<file path="src/hw/rtl/fcull_pkg.sv">
// Package for the frustum cull test block: plane register layout, object kind codes,
// stage enables and shared helpers.
// Has no dependencies.
package fcull_pkg;

   localparam int CFG_REGS       = 6;
   localparam int CSR_INDEX_BITS = 3;
   localparam int CSR_DATA_BITS  = 64;
   localparam int NORM_BITS      = 12;
   localparam int OFS_BITS       = 28;
   localparam int OFS_SHIFT      = 10;
   localparam int ABS_BITS       = NORM_BITS;
   localparam int ABS_SUM_BITS   = ABS_BITS + 1;

   typedef enum logic [1:0] {
      KIND_POINT  = 2'd0,
      KIND_SPHERE = 2'd1,
      KIND_CUBE   = 2'd2
   } kind_type;

   typedef struct packed {
      logic signed [NORM_BITS-1:0] nx;
      logic signed [NORM_BITS-1:0] ny;
      logic signed [NORM_BITS-1:0] nz;
      logic signed [OFS_BITS-1:0]  d;
   } plane_type;

   typedef struct packed {
      logic s1;
      logic s2;
      logic s3;
   } stage_en_type;

   function automatic logic [ABS_BITS-1:0] abs_norm(input logic signed [NORM_BITS-1:0] v);
      logic signed [NORM_BITS-1:0] neg;
      neg = -v;
      return v[NORM_BITS-1] ? ABS_BITS'(neg) : ABS_BITS'(v);
   endfunction

endpackage

</file>
<file path="src/hw/rtl/fcull_lane.sv">
// One plane lane: products, partial sums and reject decision over three register stages.
// Depends on fcull_pkg.
module fcull_lane #(
   parameter int COORD_BITS = 24
) (
   input  logic                                clock,
   input  fcull_pkg::stage_en_type             en,
   input  fcull_pkg::plane_type                plane,
   input  logic [fcull_pkg::ABS_SUM_BITS-1:0]  abs_sum,
   input  logic [1:0]                          kind,
   input  logic signed [COORD_BITS-1:0]        center_x,
   input  logic signed [COORD_BITS-1:0]        center_y,
   input  logic signed [COORD_BITS-1:0]        center_z,
   input  logic [COORD_BITS-2:0]               extent,
   output logic                                reject
);
   import fcull_pkg::*;

   localparam int PROD_BITS  = NORM_BITS + COORD_BITS;
   localparam int REACH_BITS = COORD_BITS - 1 + ABS_SUM_BITS;
   localparam int WIDE_BITS  = (REACH_BITS > OFS_BITS + OFS_SHIFT) ? REACH_BITS
                                                                   : OFS_BITS + OFS_SHIFT;
   localparam int SUM_BITS   = WIDE_BITS + 3;

   logic signed [PROD_BITS-1:0] px_in, py_in, pz_in, px_ff, py_ff, pz_ff;
   logic [REACH_BITS-1:0]       reach;
   logic signed [SUM_BITS-1:0]  bias_in, bias_ff;
   logic signed [SUM_BITS-1:0]  ofs;
   logic signed [SUM_BITS-1:0]  sa_in, sb_in, sa_ff, sb_ff;
   logic signed [SUM_BITS-1:0]  total;
   logic                        reject_in, reject_ff;

   always_comb begin
      px_in = plane.nx * center_x;
      py_in = plane.ny * center_y;
      pz_in = plane.nz * center_z;
      reach = REACH_BITS'(extent) * REACH_BITS'(abs_sum);
      case (kind)
         KIND_SPHERE: bias_in = SUM_BITS'({extent, {OFS_SHIFT{1'b0}}});
         KIND_CUBE:   bias_in = SUM_BITS'(reach);
         default:     bias_in = '0;
      endcase
      ofs       = SUM_BITS'($signed({plane.d, {OFS_SHIFT{1'b0}}}));
      sa_in     = SUM_BITS'(px_ff) + SUM_BITS'(py_ff);
      sb_in     = SUM_BITS'(pz_ff) + bias_ff + ofs;
      total     = sa_ff + sb_ff;
      reject_in = total <= $signed(SUM_BITS'(0));
   end

   always_ff @(posedge clock) begin
      if (en.s1) begin
         px_ff   <= px_in;
         py_ff   <= py_in;
         pz_ff   <= pz_in;
         bias_ff <= bias_in;
      end
      if (en.s2) begin
         sa_ff <= sa_in;
         sb_ff <= sb_in;
      end
      if (en.s3) begin
         reject_ff <= reject_in;
      end
   end

   assign reject = reject_ff;

endmodule
</file>
<file path="config.mk">
export PLATFORM = sky130hd
export DESIGN_NAME = fcull_lane
export DESIGN_NICKNAME = d
export VERILOG_FILES = /design/src/hw/rtl/fcull_pkg.sv /design/src/hw/rtl/fcull_lane.sv
export SDC_FILE = /design/constraint.sdc
export NUM_CORES = 2
export LEC_CHECK = 0
export BUFFER_PORTS_ARGS = -buffer_cell sky130_fd_sc_hd__buf_4
export CAP_MARGIN = 20
export CORE_MARGIN = 8
export CORE_UTILIZATION = 41
export CTS_BUF_LIST = sky130_fd_sc_hd__clkbuf_8
export CTS_CLUSTER_SIZE = 30
export DETAILED_ROUTE_END_ITERATION = 8
export PLACE_DENSITY_LB_ADDON = 0.1
export SYNTH_ARGS = -nofsm -noshare
export SYNTH_HDL_FRONTEND = slang
export SYNTH_SLANG_ARGS = --single-unit
</file>
<file path="constraint.sdc">
create_clock -name clock -period 17.44 [get_ports clock]
set_clock_uncertainty 0.15 [all_clocks]
set_input_delay 0 -clock clock [delete_from_list [all_inputs] [get_ports clock]]
set_output_delay 0 -clock clock [all_outputs]
set_load 0.05 [all_outputs]
</file>
# Word-level counts from Yosys, hierarchy flattened

Index checks and enable logic that the tools add are counted.

Multiplexer cells: 1
Eq/ne operators: 2
Order comparisons: 1
Multipliers: 4
$add $sub $neg: 4

Operators with widths:

| kind                | number |
|---|---|
| $mul 12x24->36      | 3 |
| $pmux 36 s2         | 1 |
| $add 36x41->41      | 1 |
| $add 41x38->41      | 1 |
| $add 41x41->41      | 1 |
| $le 41x1->1 const B | 1 |
| $add 36x36->37      | 1 |
| $mul 23x13->36      | 1 |
| $eq 2x1->1 const B  | 1 |
| $eq 2x2->1 const B  | 1 |

Bits in registers: 232
Input bits: 178

# Logic depth before layout (Yosys ltp)

Word-level depth: 2
Depth in mapped cells: 24
Gate-level depth less buffers: 23

# Worst setup path after synthesis

OpenSTA, ideal clock, no wires.

Path kind: input to register
From: in plane[55] (netlist bit)
To: reg px_ff[27] (data pin)
Library setup time: 0.259 ns
Stages on the path: 23
Setup slack: 11.820 ns
Data required time: 17.031 ns
Arrival: 5.211 ns
Cell sequence: clkbuf_1 > nand2_1 > fa_1 > fa_1 > inv_1 > fa_1 > inv_1 > fa_1 > inv_1 > fa_1 > ha_1 > clkbuf_1 > a21oi_1 > nor2b_1 > o21ai_0 > nand2b_1 > a221oi_4 > a21oi_2 > a311o_1 > a31o_1 > a21o_1 > a21oi_2 > xnor2_1

Cells in the longest elaborated chain, start to end: 1

Ends and longest elaborated chain:

| item                 | RTL line         | text |
|---|---|---|
| from (decl)          | fcull_lane.sv:8  | `input fcull_pkg::plane_type plane,` |
| $mul 12x24->36       | fcull_lane.sv:34 | `px_in = plane.nx * center_x;` |
| named net px_in[27]  | fcull_lane.sv:25 | `logic signed [PROD_BITS-1:0] px_in, py_in, pz_in, px_ff, py_ff, pz_ff;` |
| to (signal assigned) | fcull_lane.sv:52 | `px_ff <= px_in;` |
| to (decl)            | fcull_lane.sv:25 |  |

The timed path passes the listed nets, and every way through them passes these cells.
A chain may end at the register's enable or synchronous reset.

# Worst setup path in the final report

From: in plane[31] (netlist bit)
To: reg pz_ff[34] (data pin)

Cells in the longest elaborated chain, start to end: 1

Ends and longest elaborated chain:

| item                 | RTL line         | text |
|---|---|---|
| $mul 12x24->36       | fcull_lane.sv:36 | `pz_in = plane.nz * center_z;` |
| named net pz_in[34]  | fcull_lane.sv:25 |  |
| to (signal assigned) | fcull_lane.sv:54 | `pz_ff <= pz_in;` |
| to (decl)            | fcull_lane.sv:25 |  |

The timed path passes the listed nets, and every way through them passes these cells.

==> impl_metrics.env <==
export IMPL_seq_area_um2=6700
export IMPL_final_hold_viol_count=0
export IMPL_tightest_slew_ps=1040
export IMPL_max_slew_margin_rel_pct=31.0
export IMPL_routed_via_count=37800
export IMPL_mappedNetlistNets=7326
export IMPL_wire_per_inst_um=18.3
export IMPL_area_used_by_multi_input_combinational_logic_um2=40500
export IMPL_cp_max_fo=24
export IMPL_routed_wl_um=136000
export IMPL_final_fill_count=12500
export IMPL_grt_usage_pct=19.9
export IMPL_clock_fmax_mhz=160
export IMPL_postSynth_asyncResetShare_pct=0
export IMPL_instance_count_of_the_mapped_netlist=5680
export IMPL_finish_net_count=7388
export IMPL_yosys_warnings=0
export IMPL_max_cap_violations=0
export IMPL_result_of_the_run="finished, final reports clean"
export IMPL_layoutNonFillerInstCount=7432
export IMPL_first_pass_grt_wire_length_um=226000
export IMPL_drtIter0Drc=2016
export IMPL_fin_tns_setup_ps=0
export IMPL_cts_root_buf="sky130_fd_sc_hd__clkbuf_8"
export IMPL_design_die_area_um2=140000
export IMPL_synth_avg_cell_area_um2=9.24
export IMPL_ys_ff_latch=223
export IMPL_layout_area_overhead_vs_synth_pct=7.58
export IMPL_top_metal_used="met4"
export IMPL_cts_buffers_inserted=39
export IMPL_grt_pass1_vias=41300
export IMPL_holdCritPathClass="input port to register"
export IMPL_crit_path_start_kind="input port"
export IMPL_ctsLongestPathBuffers=3
export IMPL_final_max_slew_viol_count=0
export IMPL_fp_dieW_um=374
export IMPL_cts_post_setup_buffers_inserted=0
export IMPL_core_region_area_um2=127000
export IMPL_wl_met3_um=5610
export IMPL_tritoncts_num_sinks=223
export IMPL_antenna_violations_before_repair=3
export IMPL_pin_count_of_the_biggest_net_entering_global_routing=79
export IMPL_row_count=131
export IMPL_synth_lib_cells_used_distinct=78
export IMPL_synthesis_area_um2=52500
export IMPL_synth_top_flop_cell="sky130_fd_sc_hd__edfxtp_1"
export IMPL_clk_transition_reported_paths_ps=60
export IMPL_worstSkewPairLatency_ps=580
export IMPL_drt_met1_wl_um=65900
export IMPL_critical_path_class="input port to register"
export IMPL_rsz_0062_raised_after_global_routing="false"
export IMPL_port_buffer_count=178
export IMPL_drt_pass1_iterations=8
export IMPL_chipHeight_um=374
export IMPL_seq_area_frac_synth_pct=12.8
export IMPL_endpoint_class_of_the_critical_path="register"
export IMPL_met2RoutedLength_um=62500
export IMPL_setup_viol_count_final=0
export IMPL_cts_htree_levels=2
export IMPL_synth_edff_count=223
export IMPL_overflow=0
export IMPL_finalCoreUtilization_pct=44.3
export IMPL_worstPathRequired_ps=17600
export IMPL_worst_ep_arrival_time_ps=6420
export IMPL_fraction_of_layout_instances_using_a_drive_strength_above_1_pct=4.63
export IMPL_tritoncts="done"
export IMPL_routabilityCongestion=0.874
export IMPL_finalWorstPathRequiredPeriod_ps=6270
export IMPL_fin_hold_ws_ps=35.7
export IMPL_post_route_period_util_pct=35.9
export IMPL_initial_utilization_pct=41.2
export IMPL_dpl_cell_count=7299
export IMPL_ant_nets=0
export IMPL_design_portCount=179
export IMPL_routed_via_density=5.08
export IMPL_dp_hpwl_um=110000
export IMPL_drc_errors=0
registers in the layout, indices dropped and copies added, names as in the netlist:
name,flops
py_ff,36
reject,1
pz_ff,36
px_ff,36
sb_ff,41
sa_ff,37
bias_ff,36
Yosys cell counts (all sizes together) (74+ instances only):
| library cell | number | area (um2) |
|---|---|---|
| and2 | 414 | 2590 |
| a21oi | 183 | 923 |
| ha | 434 | 5430 |
| a21o | 74 | 556 |
| edfxtp | 223 | 6700 |
| fa | 1034 | 20700 |
| nand2b | 89 | 557 |
| inv | 1175 | 4410 |
| nand2 | 816 | 3060 |
| o21ai | 129 | 649 |
| clkbuf | 219 | 822 |
| xnor2 | 152 | 1330 |
| nor2 | 182 | 683 |
critical path: stages:
cell                            delay [ps]
sky130_fd_sc_hd__dlygate4sd3_1         530
sky130_fd_sc_hd__buf_4                 290
sky130_fd_sc_hd__nand2_1               130
sky130_fd_sc_hd__fa_1                  560
sky130_fd_sc_hd__inv_1                  60
sky130_fd_sc_hd__fa_1                  500
sky130_fd_sc_hd__inv_1                  60
sky130_fd_sc_hd__fa_1                  540
sky130_fd_sc_hd__inv_1                  50
sky130_fd_sc_hd__fa_1                  500
sky130_fd_sc_hd__fa_1                  420
sky130_fd_sc_hd__ha_1                  380
sky130_fd_sc_hd__o21a_1                140
sky130_fd_sc_hd__o21ai_0                70
sky130_fd_sc_hd__nand2b_1              100
sky130_fd_sc_hd__a31oi_1               100
sky130_fd_sc_hd__o21ai_0               420
sky130_fd_sc_hd__a41o_1                310
sky130_fd_sc_hd__a41oi_1               280
sky130_fd_sc_hd__a2111oi_0             610
sky130_fd_sc_hd__nor3_1                150
sky130_fd_sc_hd__nand4b_1              130
sky130_fd_sc_hd__o211ai_1               90
cell families (layout without fill, tap and decap cells):
kind of cell,Yosys count,after routing,share of synthesized area [%]
XOR/XNOR,205,205,3.42
other,0,2,0
AO/OA/AOI/OAI,633,633,7.92
adder cells (fa/ha/maj),1468,1468,49.8
multiplexers,9,9,0.179
AND/OR/NAND/NOR,1745,1745,15.9
flip-flops,223,223,12.8
buffers and inverters,1397,1485,10.0
final timing paths:
| kind | start | endpoint | slack [ps] | depth (start not counted) |
|---|---|---|---|---|
| max | plane[31] | pz_ff[34] | 11170 | 23 |
| min | plane[5] | sb_ff[16] | 40 | 4 |
| max reg2reg | bias_ff[1] | sb_ff[37] | 13090 | 14 |
| min reg2reg | pz_ff[0] | sb_ff[0] | 430 | 1 |
layer usage:
layer | up-vias | GRT usage [%]
li1 | 17600 | -
met1 | 19200 | 29.4
met2 | 761 | 32.4
met3 | 122 | 1.95
met4 | 0 | 3.26
met5 | - | 0
cell type report:
class / count / share of cell area [%]
Multi-Input combinational cell: 4060 / 71.8
Sequential cell: 223 / 11.9
Inverter: 1175 / 7.81
Tap cell: 1662 / 3.68
Timing Repair Buffer: 243 / 3.52
Clock buffer: 39 / 0.951
Clock inverter: 28 / 0.355
Antenna cell: 2 / 0.00887
layout by cell type (no fill, tap or decap), types with 8 or more instances in the layout:
master and instances:
sky130_fd_sc_hd__inv_1 1187, sky130_fd_sc_hd__fa_1 1034, sky130_fd_sc_hd__nand2_1 816, sky130_fd_sc_hd__ha_1 434
sky130_fd_sc_hd__and2_1 413, sky130_fd_sc_hd__edfxtp_1 223, sky130_fd_sc_hd__nor2_1 182, sky130_fd_sc_hd__a21oi_1 181
sky130_fd_sc_hd__buf_4 178, sky130_fd_sc_hd__xnor2_1 152, sky130_fd_sc_hd__o21ai_0 123, sky130_fd_sc_hd__nand2b_1 89
sky130_fd_sc_hd__a21o_1 74, sky130_fd_sc_hd__dlygate4sd3_1 64, sky130_fd_sc_hd__nand3_1 55, sky130_fd_sc_hd__xor2_1 53
sky130_fd_sc_hd__nor3_1 45, sky130_fd_sc_hd__clkbuf_8 39, sky130_fd_sc_hd__o21a_1 32, sky130_fd_sc_hd__o21bai_1 27
sky130_fd_sc_hd__nor2b_1 27, sky130_fd_sc_hd__and3_1 25, sky130_fd_sc_hd__o211ai_1 20, sky130_fd_sc_hd__or3_1 20
sky130_fd_sc_hd__a211oi_1 20, sky130_fd_sc_hd__a31oi_1 20, sky130_fd_sc_hd__o2111ai_1 18, sky130_fd_sc_hd__or2_2 16
sky130_fd_sc_hd__nand4_1 16, sky130_fd_sc_hd__a22oi_1 13, sky130_fd_sc_hd__nor4_1 12, sky130_fd_sc_hd__o31ai_1 10
sky130_fd_sc_hd__a21boi_0 8
repair_timing:
action,4_1_cts,5_1_grt
gates resized for setup,0,0
hold buffers,64,0
endpoints found under the hold margin,208,0
endpoints found under the setup margin,0,0
per-stage QoR:
stage / cell area, um2 / setup WS, ps
after floorplan: 52500 / 11820
after detailed placement: 55100 / 11140
after global routing: 56400 / 10770
after global placement: 55100 / 11210
final: 56400 / 11170
after CTS: 56400 / 11310
Power is not shown: default switching activity piles up to over one toggle a cycle in this logic, so the estimate is an artifact.
